===== config.mk =====
export PLATFORM = sky130hd
export DESIGN_NAME = tbdp_ram
export DESIGN_NICKNAME = d
export VERILOG_FILES = /design/src/rtl/core/assert_macros.svh /design/src/rtl/core/tbdp_ram.sv
export SDC_FILE = /design/constraint.sdc
export NUM_CORES = 1
export LEC_CHECK = 0
export ABC_CLOCK_PERIOD_IN_PS = 1300
export BUFFER_PORTS_ARGS = -buffer_cell sky130_fd_sc_hd__clkbuf_2
export CORE_AREA = 3 3 40 42
export DETAILED_ROUTE_END_ITERATION = 8
export DIE_AREA = 0 0 43 45
export GPL_TIMING_DRIVEN = 0
export PLACE_DENSITY = 0.37
export SLEW_MARGIN = 20
export SYNTH_ARGS = -nofsm -noshare
export SYNTH_HDL_FRONTEND = slang
export SYNTH_SLANG_ARGS = --single-unit

===== constraint.sdc =====
create_clock -name clk -period 1.3 [get_ports clk]
set_input_delay 0.26 -clock clk [delete_from_list [all_inputs] [get_ports clk]]
set_output_delay 0.26 -clock clk [all_outputs]
set_load 0.01 [all_outputs]

===== src/rtl/core/assert_macros.svh =====
// Assertion helpers shared by the core RTL; empty under synthesis.
`ifndef ASSERT_MACROS_SVH
`define ASSERT_MACROS_SVH

`ifndef SYNTHESIS

// Property must hold at every clock edge outside reset.
`define TBDP_ASSERT(lbl, clk, rst_n, prop) \
	lbl: assert property (@(posedge clk) disable iff (!rst_n) prop) \
		else $error("tbdp: property violated");

// Condition must never be seen at a clock edge outside reset.
`define TBDP_NEVER(lbl, clk, rst_n, cond) \
	lbl: assert property (@(posedge clk) disable iff (!rst_n) !(cond)) \
		else $error("tbdp: forbidden condition seen");

`else

`define TBDP_ASSERT(lbl, clk, rst_n, prop)
`define TBDP_NEVER(lbl, clk, rst_n, cond)

`endif

`endif


===== src/rtl/core/tbdp_ram.sv =====
module tbdp_ram #(
	parameter int     WIDTH = 2,
	parameter longint DEPTH = 2
) (
	input  logic                                       clk,
	input  logic                                       we,
	input  logic [((DEPTH > 1) ? $clog2(DEPTH) : 1)-1:0] waddr,
	input  logic [WIDTH-1:0]                           wdata,
	input  logic                                       re,
	input  logic [((DEPTH > 1) ? $clog2(DEPTH) : 1)-1:0] raddr,
	output logic [WIDTH-1:0]                           rdata
);

	logic [WIDTH-1:0] mem [DEPTH];

	always_ff @(posedge clk) begin
		if (we) begin
			mem[waddr] <= wdata;
		end
		if (re) begin
			rdata <= mem[raddr];
		end
	end

endmodule


==> results of run 1 <==
## metrics by stage
step	area, um^2	power [mW]	cells
after global placement	274	0.263	33
after detailed placement	274	0.263	33
final	297	0.432	36
after CTS	297	0.439	36
after floorplan	215	0.247	10
after global routing	297	0.463	36
## cells in the mapped netlist
| cell | n |
|---|---|
| sky130_fd_sc_hd__edfxtp_1 | 6 |
| sky130_fd_sc_hd__nor2b_1 | 1 |
| sky130_fd_sc_hd__and2_1 | 1 |
| sky130_fd_sc_hd__mux2_2 | 2 |
## power by group
part           internal [mW]  total, mW  switching, mW
clock network          0.104      0.172         0.0679
registers              0.229      0.232        0.00248
logic                 0.0157     0.0278         0.0120
total                  0.349      0.432         0.0824
## routing by layer
layer | global-route usage | vias to the layer above | share of wire
met4 | 0 | 0 | 0
met3 | 0.0757 | 0 | 0.23
met2 | 0.0569 | 11 | 0.37
li1 | - | 61 | -
met5 | 0 | - | 0
met1 | 0.0397 | 48 | 0.40
## state kept, by name, summed over array words and instances (netlist names)
| signal | count |
|---|---|
| rdata | 2 |
| mem | 4 |
## cell type report
cell class,count,area (um^2),share of cell area
clock buffers,3,22.5,0.0759
multi-input cells,4,35.0,0.118
flip-flops and latches,6,180,0.608
well taps,15,18.8,0.0633
repair buffers,8,40.0,0.135
## cells by family (layout without fill, tap and decap cells)
family	Yosys count	after routing
muxes	2	2
and+or+nand+nor	2	2
DFF	6	6
buffers and inverters	0	11
## how the worst max path moves through the flow
stage	to	slack (ns)	startpoint	cells after the start
finish	rdata[1]	0.32	rdata[1]	1
global route	rdata[0]	0.27	rdata[0]	1
CTS	rdata[1]	0.30	rdata[1]	1
detailed placement	rdata[0]	0.34	raddr	2
global placement	rdata[1]	0.36	raddr	2
floorplan	rdata[0]	0.46	mem[1][0]	1
==> qor.json, run 1 <==
{
  "ff2ff_path_depth": {"value": 1},
  "fin_worst_skew": {"value": 0.00371, "unit": "ns"},
  "root_buffer": {"value": "sky130_fd_sc_hd__clkbuf_4"},
  "finalSetupViolCount": {"value": 0},
  "synth_mux_area_frac": {"value": 0.105},
  "worst_setup_hold_path_clk_slew": {"value": 0.05, "unit": "ns"},
  "globalplace.congestion": {"value": 0.578},
  "synthTopCellsByArea": {"value": "sky130_fd_sc_hd__edfxtp_1 (84%), sky130_fd_sc_hd__mux2_2 (10%), sky130_fd_sc_hd__and2_1 (2.9%), sky130_fd_sc_hd__nor2b_1 (2.9%)"},
  "cts_tree": {"value": "done"},
  "synth_simple_gate_area_share": {"value": 0.0581},
  "detail-route-antenna-nets": {"value": 0},
  "vdd_ir_drop_max": {"value": 0.000644, "unit": "V"},
  "synth_compound_area_frac": {"value": 0},
  "holdBufCountCts": {"value": 0},
  "hold_ws": {"value": 0.205, "unit": "ns"},
  "setup_tns": {"value": 0, "unit": "ns"},
  "ys_seq_elements": {"value": 6},
  "largest_net_degree_at_the_start_of_global_routing": {"value": 4},
  "cts_made_buffers": {"value": 3},
  "syn_to_final_growth": {"value": 37.8, "unit": "%"},
  "drc_violations": {"value": 0},
  "core_region_area": {"value": 1280, "unit": "um^2"},
  "clock_latency": {"value": 0.24, "unit": "ns"},
  "viasPerCell": {"value": 3.33},
  "time_the_worst_path_needs_with_i_o_delays_and_setup": {"value": 0.985, "unit": "ns"},
  "via_count_of_the_first_global_routing_pass": {"value": 141},
  "critPathSlowestCell": {"value": "sky130_fd_sc_hd__edfxtp_1"},
  "slew-limit-headroom": {"value": 0.874},
  "syn_area": {"value": 215, "unit": "um^2"},
  "synth_top_family_by_area": {"value": "multiplexers"},
  "die_height": {"value": 45, "unit": "um"},
  "die_x": {"value": 43, "unit": "um"},
  "synthDistinctLibCells": {"value": 4},
  "setup_repair_after_global_routing_missed_its_margin": {"value": "no"},
  "global_route_wire_length_before_repair": {"value": 552, "unit": "um"},
  "cts-resized-gates": {"value": 0},
  "drt-wirelength-per-cell": {"value": 8.64, "unit": "um"},
  "hold_path.startpoint": {"value": "wdata[1]"},
  "final_critical_path_setup_slack": {"value": 0.315, "unit": "ns"},
  "placementRows": {"value": 13},
  "register_to_register_setup_slack": {"value": 0.44, "unit": "ns"},
  "timing_worst_slew_pin_value": {"value": 0.189, "unit": "ns"},
  "yosysWarnings": {"value": 0},
  "power.leakage": {"value": 0.117, "unit": "nW"},
  "start_util": {"value": 0.167},
  "number_of_search_and_repair_iterations_in_the_first_detailed_routing_pass": {"value": 2},
  "pre_cts_slack": {"value": 0.345, "unit": "ns"},
  "drt_wl_total": {"value": 311, "unit": "um"},
  "clock-sinks": {"value": 6},
  "syn-mean-instance-area": {"value": 21.5, "unit": "um^2"},
  "antenna-diode-count": {"value": 0},
  "worst_hold_path.num_cells": {"value": 1},
  "setup.worst_path.class": {"value": "reg2out"},
  "yosysSeqAreaShare": {"value": 0.837},
  "cp_slowest_stage_delay": {"value": 0.35, "unit": "ns"},
  "most-common-layout-cells": {"value": "sky130_fd_sc_hd__clkbuf_2 (8), sky130_fd_sc_hd__edfxtp_1 (6), sky130_fd_sc_hd__clkbuf_4 (3)"},
  "timing.final.max_slew_violations": {"value": 0},
  "achievable-frequency": {"value": 1020, "unit": "MHz"},
  "cts-root-to-sink-buffers": {"value": 2},
  "num-nets-final": {"value": 30},
  "globalRouteTotalUtil": {"value": 0.0454},
  "hold_path_class": {"value": "in2reg"},
  "reg2reg_from": {"value": "mem[1][0]"},
  "netlist.area_leader.share": {"value": 0.837},
  "run_status": {"value": "complete, no violations"},
  "nFillCells": {"value": 136},
  "post_synth_inst_count": {"value": 10},
  "hold-path-endpoint": {"value": "mem[1][1]"},
  "detailed_place_hpwl": {"value": 242, "unit": "um"},
  "hold_violations": {"value": 0},
  "worst-path-buf-inv": {"value": 1},
  "floorplan.io_pins": {"value": 9},
  "critical_path.endpoint_type": {"value": "output pin"},
  "critical_path_peak_fanout": {"value": 1},
  "power_density": {"value": 1460, "unit": "nW/um^2"},
  "final_util": {"value": 0.231},
  "synthAdderAreaFrac": {"value": 0},
  "drt-initial-drc-count": {"value": 2},
  "port_buffers": {"value": 8},
  "cp_data_required_time": {"value": 1.04, "unit": "ns"},
  "crit_path_cell_trace": {"value": "clkbuf_2"},
  "htree_levels": {"value": 1},
  "die_area": {"value": 1940, "unit": "um^2"},
  "mostFrequentLayoutCell": {"value": "sky130_fd_sc_hd__clkbuf_2"},
  "critPathLaunchType": {"value": "flip-flop"},
  "timing.critical_path.arrival": {"value": 0.72, "unit": "ns"},
  "min_period_over_period": {"value": 0.757},
  "synth_top_area_cell": {"value": "sky130_fd_sc_hd__edfxtp_1"},
  "post-cts-setup-buffers": {"value": 0},
  "cp_top_delay_family": {"value": "flip-flops"},
  "r2r_end": {"value": "rdata[0]"},
  "final_layout_size_suffix_gt1_frac": {"value": 0.619},
  "syn_nets": {"value": 17},
  "synth-xor-area-share": {"value": 0},
  "grt_overflow": {"value": 0},
  "grt_antenna_before_repair": {"value": 0},
  "route.vias.total": {"value": 120},
  "drv_cap": {"value": 0}
}
Note: power is estimated with default switching activity, not from simulation.
==> run 2, diff against run 1 <==
--- a/config.mk
+++ b/config.mk
@@ -5,13 +5,13 @@
 export SDC_FILE = /design/constraint.sdc
 export NUM_CORES = 1
 export LEC_CHECK = 0
-export ABC_CLOCK_PERIOD_IN_PS = 1300
+export ABC_CLOCK_PERIOD_IN_PS = 800
 export BUFFER_PORTS_ARGS = -buffer_cell sky130_fd_sc_hd__clkbuf_2
 export CORE_AREA = 3 3 40 42
 export DETAILED_ROUTE_END_ITERATION = 8
 export DIE_AREA = 0 0 43 45
 export GPL_TIMING_DRIVEN = 0
-export PLACE_DENSITY = 0.37
+export PLACE_DENSITY = 0.38
 export SLEW_MARGIN = 20
 export SYNTH_ARGS = -nofsm -noshare
 export SYNTH_HDL_FRONTEND = slang
==> constraint.sdc (replaced) <==
create_clock -name clk -period 0.8 [get_ports clk]
set_input_delay 0.16 -clock clk [delete_from_list [all_inputs] [get_ports clk]]
set_output_delay 0.16 -clock clk [all_outputs]
set_load 0.01 [all_outputs]
==> run 2 against run 1 <==
- the run now ends with setup timing left
- clock power increased by 60%
- global-route usage decreased by 0.25 points
- total power increased by 62%
- clock skew about the same
==> qor.json, run 2 (same netlist as run 1, synthesis figures left out) <==
{
  "drv_cap": {"value": 0},
  "clockPowerShare": {"value": 0.394},
  "setup_tns": {"value": -0.277, "unit": "ns"},
  "mostFrequentLayoutCell": {"value": "sky130_fd_sc_hd__clkbuf_2"},
  "top_regs": {"value": "mem (4), rdata (2)"},
  "slew-limit-headroom": {"value": 0.886},
  "area_occupied_by_multi_input_gates": {"value": 38.8, "unit": "um^2"},
  "viasPerCell": {"value": 3.33},
  "cp_data_required_time": {"value": 0.64, "unit": "ns"},
  "crit_path_cell_trace": {"value": "clkbuf_2"},
  "core_region_area": {"value": 1280, "unit": "um^2"},
  "critPathLaunchType": {"value": "flip-flop"},
  "area.sequential": {"value": 180, "unit": "um^2"},
  "total_internal_power": {"value": 0.570, "unit": "mW"},
  "die_area": {"value": 1940, "unit": "um^2"},
  "grt_overflow": {"value": 0},
  "finalSetupViolCount": {"value": 4},
  "nFillCells": {"value": 138},
  "num-nets-final": {"value": 30},
  "achievable-frequency": {"value": 1130, "unit": "MHz"},
  "route.vias.total": {"value": 120},
  "setup.worst_path.class": {"value": "reg2out"},
  "groute.layer.met2.usage": {"value": 0.0569},
  "power.leakage": {"value": 0.121, "unit": "nW"},
  "drc_violations": {"value": 0},
  "met1_usage": {"value": 0.0323},
  "net_switching": {"value": 0.130, "unit": "mW"},
  "cp_slowest_stage_delay": {"value": 0.35, "unit": "ns"},
  "timing.critical_path.arrival": {"value": 0.72, "unit": "ns"},
  "drt-initial-drc-count": {"value": 0},
  "timing_worst_slew_pin_value": {"value": 0.170, "unit": "ns"},
  "fin_total_pwr": {"value": 0.701, "unit": "mW"},
  "failed_checks": {"value": "setup timing"},
  "critical_path_peak_fanout": {"value": 1},
  "power_frac_comb": {"value": 0.068},
  "vdd_ir_drop_max": {"value": 0.000995, "unit": "V"},
  "via_count_of_the_first_global_routing_pass": {"value": 138},
  "swShare": {"value": 0.186},
  "antenna-diode-count": {"value": 0},
  "port_buffers": {"value": 8},
  "run_status": {"value": "complete, but fails checks"},
  "globalRouteTotalUtil": {"value": 0.0429},
  "post-cts-setup-buffers": {"value": 0},
  "worst_setup_hold_path_clk_slew": {"value": 0.05, "unit": "ns"},
  "detailed_place_hpwl": {"value": 236, "unit": "um"},
  "setup_repair_after_global_routing_missed_its_margin": {"value": "yes"},
  "placementRows": {"value": 13},
  "clock-sinks": {"value": 6},
  "clock_latency": {"value": 0.24, "unit": "ns"},
  "hold_ws": {"value": 0.108, "unit": "ns"},
  "die_x": {"value": 43, "unit": "um"},
  "flip_flop_count_of_the_largest_register_after_layout": {"value": 4},
  "grt.met3_usage": {"value": 0.0757},
  "top_usage_layer": {"value": "met3"},
  "critical_path.endpoint_type": {"value": "output pin"},
  "largest_net_degree_at_the_start_of_global_routing": {"value": 4},
  "fin_worst_skew": {"value": 0.00379, "unit": "ns"},
  "final_critical_path_setup_slack": {"value": -0.0817, "unit": "ns"},
  "htree_levels": {"value": 1},
  "drt_wl_total": {"value": 294, "unit": "um"},
  "grt_antenna_before_repair": {"value": 0},
  "die_height": {"value": 45, "unit": "um"},
  "floorplan.io_pins": {"value": 9},
  "root_buffer": {"value": "sky130_fd_sc_hd__clkbuf_4"},
  "worst-path-buf-inv": {"value": 1},
  "globalplace.congestion": {"value": 0.570},
  "cts_tree": {"value": "done"},
  "flop_pwr_share": {"value": 0.538},
  "cts_made_buffers": {"value": 3},
  "global_route_wire_length_before_repair": {"value": 503, "unit": "um"},
  "hold_violations": {"value": 0},
  "power_density": {"value": 2330, "unit": "nW/um^2"},
  "syn_to_final_growth": {"value": 39.5, "unit": "%"},
  "start_util": {"value": 0.167},
  "top_register": {"value": "mem"},
  "time_the_worst_path_needs_with_i_o_delays_and_setup": {"value": 0.882, "unit": "ns"},
  "cp_top_delay_family": {"value": "flip-flops"},
  "pre_cts_slack": {"value": -0.0610, "unit": "ns"},
  "timing.final.max_slew_violations": {"value": 0},
  "cts-root-to-sink-buffers": {"value": 2},
  "critPathSlowestCell": {"value": "sky130_fd_sc_hd__edfxtp_1"},
  "drt-wirelength-per-cell": {"value": 8.17, "unit": "um"},
  "number_of_search_and_repair_iterations_in_the_first_detailed_routing_pass": {"value": 1},
  "detail-route-antenna-nets": {"value": 0},
  "final_layout_size_suffix_gt1_frac": {"value": 0.619},
  "hold_path_class": {"value": "in2reg"},
  "min_period_over_period": {"value": 1.10},
  "most-common-layout-cells": {"value": "sky130_fd_sc_hd__clkbuf_2 (8), sky130_fd_sc_hd__edfxtp_1 (6), sky130_fd_sc_hd__clkbuf_4 (3)"}
}
==> run 2: cell counts in the layout (fill, tap and decap cells not counted) <==
Identical to the previous run, type by type.
==> run 2: layout make-up <==
class / instances / share of cell area
tap: 15 / 0.0625
timing repair buffer: 8 / 0.133
sequential: 6 / 0.600
clock buffer: 3 / 0.0750
multi-input combinational: 4 / 0.129
==> run 2: repair_timing <==
action,4_1_cts,5_1_grt
hold endpoints to repair,0,0
gates resized for setup,1,0
setup endpoints to repair,4,4
hold buffers,0,0
==> run 2: final timing paths <==
kind	start	slack, ns	depth (start not counted)	to
worst max register to register	mem[1][1]	-0.06	1	rdata[1]
worst max-delay path	rdata[0]	-0.08	1	rdata[0]
worst min register to register	mem[0][1]	0.54	1	rdata[1]
worst min-delay path	wdata[0]	0.11	1	mem[0][0]
==> run 2: metal layers <==
layer	vias up	routed length (um)
met3	0	43
met1	50	137
met4	0	0
met2	8	113
li1	62	-
met5	-	0
==> run 2: stage by stage <==
| step | instances | instance area, um^2 | utilization |
|---|---|---|---|
| 4_1_cts | 36 | 300 | 0.234 |
| 6_report | 36 | 300 | 0.234 |
| 5_1_grt | 36 | 300 | 0.234 |
| 3_5_place_dp | 33 | 274 | 0.213 |
| 2_1_floorplan | 10 | 215 | - |
| 3_3_place_gp | 33 | 274 | 0.213 |
==> run 2: power groups by stage <==
stage          Clock (mW)  Combinational, mW  Sequential (mW)
6_report            0.276             0.0474            0.377
5_1_grt             0.324             0.0532            0.378
4_1_cts             0.291             0.0487            0.377
3_5_place_dp            0             0.0453            0.382
3_3_place_gp            0             0.0448            0.382
2_1_floorplan           0             0.0148            0.386
